**src/hdl/msdt_pkg.sv**
```systemverilog
// Shared types and constants for the microsecond delay tracker.
package msdt_pkg;

    localparam int          CountsPerUsDef = 200;
    localparam logic [31:0] ReloadReset    = 32'd2000000;

    // Request mode codes
    localparam logic ModeStart  = 1'b0;
    localparam logic ModeSample = 1'b1;

    typedef struct packed {
        logic        mode;
        logic [31:0] counter_value;
        logic [30:0] target_usecs;
    } t_in_req;

    typedef struct packed {
        logic        done_res;
        logic [31:0] elapsed_usecs;
    } t_out_res;

    // Control that travels beside the count through the pipeline
    typedef struct packed {
        logic        start;
        logic [30:0] target;
    } t_side;

endpackage

```
**src/hdl/microsecond_delay_tracker.sv**
```systemverilog
// Top level of the microsecond delay tracker: reload register and four-stage pipeline.
//
//   channel   direction  handshake                 payload
//   in        request    i_in_valid / o_in_ready   i_in_req  (t_in_req)
//   out       result     o_out_valid / i_out_ready o_out_res (t_out_res)
//   cfg       write      i_cfg_valid / o_cfg_ready i_cfg_data (reload period)
//
// One request enters per cycle while results are taken; each gives one result
// through the span, divider and accumulate registers. The rate is set by the
// accumulate stage, whose residual and elapsed registers feed back on themselves.
// Synchronous active-low reset: pipeline empty, state zero, reload 2000000.
// Each stage holds while full and blocked; empty stages fill, so requests
// keep flowing while a finished result waits at the output register.
module microsecond_delay_tracker #(
    parameter int COUNTS_PER_US = msdt_pkg::CountsPerUsDef
) (
    input  logic               i_clk,
    input  logic               i_rst_n,
    input  logic               i_in_valid,
    output logic               o_in_ready,
    input  msdt_pkg::t_in_req  i_in_req,
    output logic               o_out_valid,
    input  logic               i_out_ready,
    output msdt_pkg::t_out_res o_out_res,
    input  logic               i_cfg_valid,
    output logic               o_cfg_ready,
    input  logic [31:0]        i_cfg_data
);
    import msdt_pkg::*;

    localparam int Lg = $clog2(COUNTS_PER_US);

    // Reload period: the user writes it only while the pipeline is idle; not enforced
    logic [31:0] r_reload;

    // Stage 1 -> divider
    logic        w_span_valid;
    logic [31:0] w_span_counts;
    t_side       w_span_side;
    logic        w_div_adv;

    // Divider -> accumulate
    logic        w_div_valid;
    logic [31:0] w_div_quot;
    logic [Lg:0] w_div_rem;
    t_side       w_div_side;
    logic        w_acc_adv;

    assign o_cfg_ready = 1'b1;

    always_ff @(posedge i_clk) begin
        if (!i_rst_n) begin
            r_reload <= ReloadReset;
        end else if (i_cfg_valid) begin
            r_reload <= i_cfg_data;
        end
    end

    // Count the timer ticks since the last sample; wrap uses the reload period
    msdt_span u_span (
        .i_clk    (i_clk),
        .i_rst_n  (i_rst_n),
        .i_valid  (i_in_valid),
        .i_req    (i_in_req),
        .i_reload (r_reload),
        .i_adv_dn (w_div_adv),
        .o_adv    (o_in_ready),
        .o_valid  (w_span_valid),
        .o_counts (w_span_counts),
        .o_side   (w_span_side)
    );

    // Split the counts into whole microseconds and leftover counts
    msdt_cdiv #(
        .COUNTS_PER_US (COUNTS_PER_US)
    ) u_cdiv (
        .i_clk    (i_clk),
        .i_rst_n  (i_rst_n),
        .i_valid  (w_span_valid),
        .i_counts (w_span_counts),
        .i_side   (w_span_side),
        .i_adv_dn (w_acc_adv),
        .o_adv    (w_div_adv),
        .o_valid  (w_div_valid),
        .o_quot   (w_div_quot),
        .o_rem    (w_div_rem),
        .o_side   (w_div_side)
    );

    // Carry leftover counts, add whole microseconds with saturation, compare target
    msdt_accum #(
        .COUNTS_PER_US (COUNTS_PER_US)
    ) u_accum (
        .i_clk       (i_clk),
        .i_rst_n     (i_rst_n),
        .i_valid     (w_div_valid),
        .i_quot      (w_div_quot),
        .i_rem       (w_div_rem),
        .i_side      (w_div_side),
        .i_out_ready (i_out_ready),
        .o_adv       (w_acc_adv),
        .o_out_valid (o_out_valid),
        .o_out_res   (o_out_res)
    );

endmodule

```
**src/hdl/msdt_span.sv**
```systemverilog
// Stage 1: counts elapsed since the previous timer sample, with reload correction.
module msdt_span (
    input  logic             i_clk,
    input  logic             i_rst_n,
    input  logic             i_valid,
    input  msdt_pkg::t_in_req i_req,
    input  logic [31:0]      i_reload,
    input  logic             i_adv_dn,
    output logic             o_adv,
    output logic             o_valid,
    output logic [31:0]      o_counts,
    output msdt_pkg::t_side  o_side
);
    import msdt_pkg::*;

    logic        r_valid;
    logic [31:0] r_last;
    logic [31:0] r_counts;
    logic [31:0] n_counts;
    t_side       r_side;
    logic        w_take;

    assign o_adv  = !r_valid || i_adv_dn;
    assign w_take = o_adv && i_valid;

    // Counter went up: one reload happened in between
    always_comb begin
        if (r_last < i_req.counter_value) begin
            n_counts = r_last + (i_reload - i_req.counter_value);
        end else begin
            n_counts = r_last - i_req.counter_value;
        end
    end

    always_ff @(posedge i_clk) begin
        if (!i_rst_n) begin
            r_valid <= 1'b0;
            r_last  <= '0;
        end else begin
            if (o_adv) begin
                r_valid <= i_valid;
            end
            if (w_take) begin
                r_last <= i_req.counter_value;
            end
        end
    end

    always_ff @(posedge i_clk) begin
        if (w_take) begin
            r_counts     <= n_counts;
            r_side.start <= (i_req.mode == ModeStart);
            r_side.target <= i_req.target_usecs;
        end
    end

    assign o_valid  = r_valid;
    assign o_counts = r_counts;
    assign o_side   = r_side;

endmodule

```
**src/hdl/msdt_cdiv.sv**
```systemverilog
// Stages 2 and 3: divide the count by the constant counts per microsecond.
module msdt_cdiv #(
    parameter int COUNTS_PER_US = msdt_pkg::CountsPerUsDef
) (
    input  logic                           i_clk,
    input  logic                           i_rst_n,
    input  logic                           i_valid,
    input  logic [31:0]                    i_counts,
    input  msdt_pkg::t_side                i_side,
    input  logic                           i_adv_dn,
    output logic                           o_adv,
    output logic                           o_valid,
    output logic [31:0]                    o_quot,
    output logic [$clog2(COUNTS_PER_US):0] o_rem,
    output msdt_pkg::t_side                o_side
);
    import msdt_pkg::*;

    localparam int          Lg    = $clog2(COUNTS_PER_US);
    localparam int          Shift = 31 + Lg;
    localparam int          RemW  = Lg + 2;
    // Reciprocal rounded down: quotient estimate is low by at most two
    localparam logic [63:0] RecipWide = (64'd1 << Shift) / COUNTS_PER_US;
    localparam logic [31:0] Recip     = RecipWide[31:0];
    localparam logic [RemW-1:0] DivR  = RemW'(COUNTS_PER_US);

    logic            r_va;
    logic [63:0]     r_prod;
    logic [RemW-1:0] r_dlo;
    t_side           r_side_a;
    logic            w_adv_a;

    logic            r_vb;
    logic [31:0]     r_quot;
    logic [Lg:0]     r_rem;
    t_side           r_side_b;
    logic            w_adv_b;

    logic [63:0]       w_prod;
    logic [31:0]       w_q0;
    logic [2*RemW-1:0] w_back;
    logic [RemW-1:0]   w_r0;
    logic [RemW-1:0]   w_r1;
    logic [RemW-1:0]   w_r2;
    logic              w_fix1;
    logic              w_fix2;

    assign w_adv_b = !r_vb || i_adv_dn;
    assign w_adv_a = !r_va || w_adv_b;
    assign o_adv   = w_adv_a;

    assign w_prod = 64'(i_counts) * 64'(Recip);

    // Remainder is below three divisors, so the low bits suffice
    assign w_q0   = 32'(r_prod >> Shift);
    assign w_back = w_q0[RemW-1:0] * DivR;
    assign w_r0   = r_dlo - w_back[RemW-1:0];
    assign w_fix1 = (w_r0 >= DivR);
    assign w_r1   = w_fix1 ? (w_r0 - DivR) : w_r0;
    assign w_fix2 = (w_r1 >= DivR);
    assign w_r2   = w_fix2 ? (w_r1 - DivR) : w_r1;

    always_ff @(posedge i_clk) begin
        if (!i_rst_n) begin
            r_va <= 1'b0;
            r_vb <= 1'b0;
        end else begin
            if (w_adv_a) begin
                r_va <= i_valid;
            end
            if (w_adv_b) begin
                r_vb <= r_va;
            end
        end
    end

    always_ff @(posedge i_clk) begin
        if (w_adv_a && i_valid) begin
            r_prod   <= w_prod;
            r_dlo    <= i_counts[RemW-1:0];
            r_side_a <= i_side;
        end
        if (w_adv_b && r_va) begin
            r_quot   <= w_q0 + {31'd0, w_fix1} + {31'd0, w_fix2};
            r_rem    <= w_r2[Lg:0];
            r_side_b <= r_side_a;
        end
    end

    assign o_valid = r_vb;
    assign o_quot  = r_quot;
    assign o_rem   = r_rem;
    assign o_side  = r_side_b;

    a_rem_reduced: assert property (@(posedge i_clk) disable iff (!i_rst_n)
        r_vb |-> ({1'b0, r_rem} < DivR))
        else $error("divider remainder not reduced below divisor");

endmodule

```
**src/hdl/msdt_accum.sv**
```systemverilog
// Stage 4: residual and elapsed accumulation, target compare, result register.
module msdt_accum #(
    parameter int COUNTS_PER_US = msdt_pkg::CountsPerUsDef
) (
    input  logic                           i_clk,
    input  logic                           i_rst_n,
    input  logic                           i_valid,
    input  logic [31:0]                    i_quot,
    input  logic [$clog2(COUNTS_PER_US):0] i_rem,
    input  msdt_pkg::t_side                i_side,
    input  logic                           i_out_ready,
    output logic                           o_adv,
    output logic                           o_out_valid,
    output msdt_pkg::t_out_res             o_out_res
);
    import msdt_pkg::*;

    localparam int            ResW = $clog2(COUNTS_PER_US) + 1;
    localparam logic [ResW-1:0] DivC = ResW'(COUNTS_PER_US);

    logic            r_valid;
    logic [ResW-1:0] r_res;
    logic [31:0]     r_el;
    logic [30:0]     r_tgt;
    logic            r_done;

    logic [ResW-1:0] n_res;
    logic [31:0]     n_el;
    logic [30:0]     n_tgt;
    logic            n_done;

    logic            w_load;
    logic [ResW-1:0] w_sum;
    logic            w_carry;
    logic [32:0]     w_tot;

    assign o_adv  = !r_valid || i_out_ready;
    assign w_load = o_adv && i_valid;

    assign w_sum   = r_res + i_rem;
    assign w_carry = (w_sum >= DivC);
    assign w_tot   = {1'b0, r_el} + {1'b0, i_quot} + {32'd0, w_carry};

    always_comb begin
        if (i_side.start) begin
            n_res = '0;
            n_el  = '0;
            n_tgt = i_side.target;
        end else begin
            n_res = w_carry ? (w_sum - DivC) : w_sum;
            n_el  = w_tot[32] ? '1 : w_tot[31:0];
            n_tgt = r_tgt;
        end
        n_done = (n_el >= {1'b0, n_tgt});
    end

    always_ff @(posedge i_clk) begin
        if (!i_rst_n) begin
            r_valid <= 1'b0;
            r_res   <= '0;
            r_el    <= '0;
            r_tgt   <= '0;
            r_done  <= 1'b0;
        end else begin
            if (o_adv) begin
                r_valid <= i_valid;
            end
            if (w_load) begin
                r_res  <= n_res;
                r_el   <= n_el;
                r_tgt  <= n_tgt;
                r_done <= n_done;
            end
        end
    end

    assign o_out_valid             = r_valid;
    assign o_out_res.done_res      = r_done;
    assign o_out_res.elapsed_usecs = r_el;

    a_res_bound: assert property (@(posedge i_clk) disable iff (!i_rst_n)
        r_res < DivC)
        else $error("residual counts reached a whole microsecond");

    a_el_monotone: assert property (@(posedge i_clk) disable iff (!i_rst_n)
        (w_load && !i_side.start) |=> (r_el >= $past(r_el)))
        else $error("elapsed total went backward on a sample");

    a_done_match: assert property (@(posedge i_clk) disable iff (!i_rst_n)
        r_valid |-> (r_done == (r_el >= {1'b0, r_tgt})))
        else $error("done flag disagrees with elapsed and target");

endmodule

```
**config.mk**
```make
export PLATFORM = sky130hd
export DESIGN_NAME = microsecond_delay_tracker
export DESIGN_NICKNAME = d
export VERILOG_FILES = /design/src/hdl/msdt_pkg.sv /design/src/hdl/microsecond_delay_tracker.sv /design/src/hdl/msdt_span.sv /design/src/hdl/msdt_cdiv.sv /design/src/hdl/msdt_accum.sv
export SDC_FILE = /design/constraint.sdc
export NUM_CORES = 2
export LEC_CHECK = 0
export ABC_AREA = 1
export BUFFER_PORTS_ARGS = -buffer_cell sky130_fd_sc_hd__buf_2
export CORE_MARGIN = 2
export CORE_UTILIZATION = 70
export CTS_CLUSTER_SIZE = 14
export DETAILED_ROUTE_END_ITERATION = 8
export PLACE_DENSITY = 0.89
export SLEW_MARGIN = 20
export SYNTH_ARGS = -nofsm -noshare
export SYNTH_HDL_FRONTEND = slang
export SYNTH_SLANG_ARGS = --single-unit
```
**constraint.sdc**
```tcl
create_clock -name i_clk -period 14.54 [get_ports i_clk]
set_clock_uncertainty 0.2 [all_clocks]
set_input_delay 1.454 -clock i_clk [delete_from_list [all_inputs] [get_ports i_clk]]
set_output_delay 1.454 -clock i_clk [all_outputs]
set_load 0.02 [all_outputs]
```
# After elaboration in Yosys (flattened, before gate mapping)
# Index checks and enable logic that the tools add are counted.
# Widths: inputs -> output; s select.
# word_totals
ff_bits	384
out_inout_bits	36
# op_classes
n_addsub	12
n_mul	2
magnitude_cmp	5
mux	8
bitwise_logic	1
reduce_logical	12
# op_table
cell	count
$mux 32	3
$mul 32x32->64 const B	1
$sub 32x32->32	2
$add 32x32->33	1
$add 33x1->33	1
$add 32x1->32	1
$add 32x32->32	1
$ge 32x31->1	1
$lt 32x32->1	1
$mux 31	1
$mux 9	3
$add 25x1->26	1
$ge 10x8->1 const B	2
$sub 9x8->9 const B	2
$mul 10x5->7 const B	1
$mux 10	1
$sub 10x10->10	1
$sub 10x8->10 const B	1
$add 9x9->9	1
$ge 9x8->1 const B	1
$logic_and 1x1->1	4
$logic_not 1->1	4
$logic_or 1x1->1	4
$not 1->1	1

# Depth between registers and ports, before layout
# depth
word_depth	6
mapped_depth	48

# Cells and area by module
# A second synthesis with hierarchy kept.
# unflattened
hier_cells	5020
hier_area_um2	40744.1
# modules_own_cells
module	instances	cells_each	area_per_inst_um2	seq_area_each_um2
msdt_cdiv	1	2470	23822.8	4063.9
msdt_span	1	1474	9436.6	2582.5
msdt_accum	1	886	6219.7	1481.4
microsecond_delay_tracker	1	190	1265.0	640.6

# Least setup slack after synthesis
# OpenSTA, ideal clock, no wires.
# synth_timing
kind	register to register
startpoint	register u_span.r_counts[12], in the netlist u_span.o_counts[12]
endpoint	register u_cdiv.r_prod[49] (data pin)
setup_ps	252
arrival_ps	6034
required_ps	14088
slack_ps	8054
stages_incl_launch_ff	24
synth_period_minus_slack_ps	6486
cell_sequence	edfxtp_1 > ha_1 > fa_1 > inv_1 > fa_1 > fa_1 > inv_1 > fa_1 > inv_1 > fa_1 > inv_1 > fa_1 > fa_1 > ha_1 > a21oi_1 > o21ai_0 > a21oi_1 > a21boi_0 > o21ai_0 > a31o_2 > nand3_1 > nand2_1 > nand2_1 > nand2_1
# synth_between
elab_chain_cells	1
# synth_rtl
element	line	text
from (decl)	msdt_span.sv:18	logic [31:0] r_counts;
from (signal assigned)	msdt_span.sv:51	r_counts <= n_counts;
$mul 32x32->64	msdt_cdiv.sv:52	assign w_prod = 64'(i_counts) * 64'(Recip);
net u_cdiv.w_prod[49]	msdt_cdiv.sv:39	logic [63:0] w_prod;
to (signal assigned)	msdt_cdiv.sv:79	r_prod <= w_prod;
to (decl)	msdt_cdiv.sv:28	logic [63:0] r_prod;
# The timed path passes the listed nets, and every way through them passes these cells.
# A chain may end at the register's enable or synchronous reset.

# Final worst setup path
# layout_timing
startpoint	register u_span.r_counts[20], in the netlist u_span.o_counts[20]
endpoint	register u_cdiv.r_prod[51] (data pin)
# The elaborated chain is that of the path after synthesis.

==> impl_metrics.py <==
metrics = {
    "run_status": {
        "outcome": "completed",
    },
    "die": {
        "rows": 85,
        "die_y_um": 237,
        "num_io_pins": 137,
        "coreArea_um2": 53800,
        "start_util_pct": 70.8,
        "fp.dieW_um": 237,
        "die-area_um2": 56300,
    },
    "hold_path": {
        "hold_path.class": "reg2reg",
        "whs_path_depth": 0,
    },
    "global_route": {
        "grt_pass1_wl_um": 170000,
        "gr-total-overflow": 0,
        "antenna_found_initial": 7,
        "grt_usage_pct": 39.1,
        "grt_pass1_vias": 31100,
        "grt_max_degree": 123,
    },
    "cts": {
        "postCtsHoldBufs": 0,
        "cts_resized": 0,
        "clock-sinks": 340,
        "htreeDepth": 2,
        "tritoncts": "built",
        "path_clk_slew_ns": 0.06,
        "clockRootBuffer": "clkbuf_16",
        "tritoncts.num_buffers": 39,
        "post_cts_buffers": 0,
        "clockBufferDepth": 3,
        "clk_latency_ns": 0.59,
    },
    "logic_synthesis": {
        "syn_nets": 5337,
        "synth_cell_type_count": 61,
        "synth-adder-area-share_pct": 40.3,
        "yosysMostFrequentCell": "inv_1",
        "synth-xor-area-share_pct": 3.44,
        "yosys.area.top_type": "fa_1",
        "synthFlopType": "edfxtp_1",
        "synth_commonest_cells": "965 x inv_1, 547 x ha_1, 501 x nand2_1",
        "ys_seq_elements": 340,
        "yosys-top-cells-area": "fa_1 22%, ha_1 18%, edfxtp_1 16%, inv_1 9.5%, dfxtp_1 7.4%",
        "synth_cells": 4264,
        "yosys.area.top_type_share_pct": 22.3,
        "yosys-mux-area-fraction_pct": 0.815,
        "yosysWarnings": 0,
        "synth-compound-area-share_pct": 10.5,
        "avgSynthCellArea_um2": 8.93,
        "syn_area_um2": 38100,
        "async_flop_share_pct": 0,
        "synthSimpleGateAreaFrac_pct": 11.6,
        "synth_edf_count": 199,
        "synth_top_family_by_area": "adder cells",
        "seq_area_frac_synth_pct": 23.1,
    },
    "critical_path": {
        "cp-start-kind": "flop",
        "cp_max_fo": 10,
        "arrival_ns": 7.80,
        "cp_data_required_time_ns": 14.68,
        "critPathKind": "reg2reg",
        "crit_path_end_kind": "flop",
        "worst_r2r_path_depth": 22,
    },
    "detailed_routing": {
        "routed_wl_um": 108000,
        "vias_per_cell": 5.97,
        "route.detailed.drc": 0,
        "dr.first_iter.drc_count": 2720,
        "dr.pass1.iters": 7,
        "ant_nets": 0,
        "wl_per_cell_um": 21.1,
        "vias": 30600,
    },
    "cells_and_area": {
        "nets": 5461,
        "area_delta_synth_final_pct": 7.24,
        "drive_gt1_share_pct": 6.49,
        "fin_util_pct": 75.9,
        "final_cells": 5122,
        "nFillCells": 3739,
    },
    "placement": {
        "io_buffers": 135,
        "hpwl_um": 87500,
        "place.gp.congestion": 1.09,
        "post-place-cells": 5043,
    },
    "flow_run": {
        "max_cap_viol_count": 0,
    },
    "sta": {
        "setup_violations": 0,
        "max_slew_margin_pct": 25.1,
        "period_share_pct": 52.7,
        "period_minus_slack_ns": 7.66,
        "final.setup.tns_ns": 0,
        "hold_violations": 0,
        "max_freq_ghz": 0.130,
        "rsz0062_at_grt": "no",
        "worstMarginPinSlew_ns": 1.12,
        "slew_violations": 0,
    },
}
## per-stage QoR
step,hold slack [ns],setup slack [ns],cell area (µm²)
2_1_floorplan,0.200,8.05,38100
3_3_place_gp,0.201,7.02,39500
3_5_place_dp,0.205,7.02,39500
4_1_cts,0.203,7.00,40800
5_1_grt,0.219,6.57,40800
6_report,0.205,6.88,40800
## flip-flops by register name (all words and copies together), names as in the netlist
register             cells
u_cdiv.o_quot           27
r_reload                32
u_cdiv.o_valid           1
u_cdiv.o_side           32
u_accum.r_tgt           31
u_accum.o_out_valid      1
u_accum.r_done           1
u_cdiv.o_rem             9
u_cdiv.r_dlo            10
u_accum.r_el            32
u_span.o_valid           1
u_span.r_last           32
u_span.o_counts         32
u_cdiv.r_prod           25
u_cdiv.r_va              1
u_accum.r_res            9
u_span.o_side           32
u_cdiv.r_side_a         32
## layout by cell type (no fill, tap or decap), types with 8 or more instances in the layout
cell type	n
inv_2	10
xnor2_1	52
o211ai_1	16
nor2_1	261
inv_1	963
nand3_1	102
edfxtp_1	199
a21o_1	17
a211oi_1	36
fa_1	425
or2_2	12
nand2_2	14
mux2i_1	31
o21ai_0	238
buf_2	135
nor3_1	34
nor2_2	8
o21a_1	19
clkbuf_16	39
xor2_1	90
nor4_1	16
o21ai_1	9
ha_1	547
a21oi_1	324
nand3b_1	11
nand2_1	501
o21bai_1	12
dfxtp_1	141
a31oi_1	15
nand4_1	35
## final timing paths
check                           slack, ns                          start                            end
worst max-delay path                 6.88  u_span.o_counts[20]$_DFFE_PP_    u_cdiv.r_prod[51]$_DFFE_PP_
worst min-delay path                 0.20    u_span.o_side[10]$_DFFE_PP_  u_cdiv.r_side_a[10]$_DFFE_PP_
worst max register to register       6.88  u_span.o_counts[20]$_DFFE_PP_    u_cdiv.r_prod[51]$_DFFE_PP_
worst min register to register       0.20    u_span.o_side[10]$_DFFE_PP_  u_cdiv.r_side_a[10]$_DFFE_PP_
## per-layer routing
layer  global-route usage (%)  share of wire [%]  wire, µm  vias up
met5                        0                  0         0        -
met4                     21.2                6.3      6820        0
met3                     7.48                8.8      9510      378
met2                     63.9                 47     50300     1557
met1                     49.3                 38     41400    14600
li1                         -                  -         -    14000
## critical path, stage by stage, from the launching register on
cell and delay (ns):
edfxtp_1 0.69, fa_1 0.51, ha_1 0.35, fa_1 0.54, inv_1 0.07, fa_1 0.47
fa_1 0.51, inv_1 0.06, fa_1 0.48, fa_1 0.53, fa_1 0.52, ha_1 0.47
nand2_1 0.18, nor2_1 0.18, nand2_1 0.12, nor4_1 0.34, nand2_1 0.09, o211ai_1 0.20
a21oi_1 0.14, o31ai_1 0.42, nand2_1 0.16, nand3_1 0.10, nand2_1 0.06
## area by class of cell
cell class                 count  area (µm²)  share of cell area, %
multi-input combinational   2891       25400                   62.2
sequential                   340        8800                   21.5
inverter                     973        3650                   8.94
clock buffer                  45        1010                   2.47
tap                          696         871                   2.13
timing repair buffer         143         739                   1.81
clock inverter                27         350                  0.858
antenna                        7        17.5                 0.0429
## cells by family after synthesis
| family | after synthesis |
|---|---|
| flops | 340 |
| xor+xnor | 146 |
| simple gates | 1021 |
| other cells | 2 |
| fa+ha+maj | 972 |
| buf+inv | 1033 |
| mux | 31 |
| compound gates | 719 |
Power is left out: the tool's default activity adds up to more than one toggle a clock period on the data nets, which glitch-free logic cannot reach.
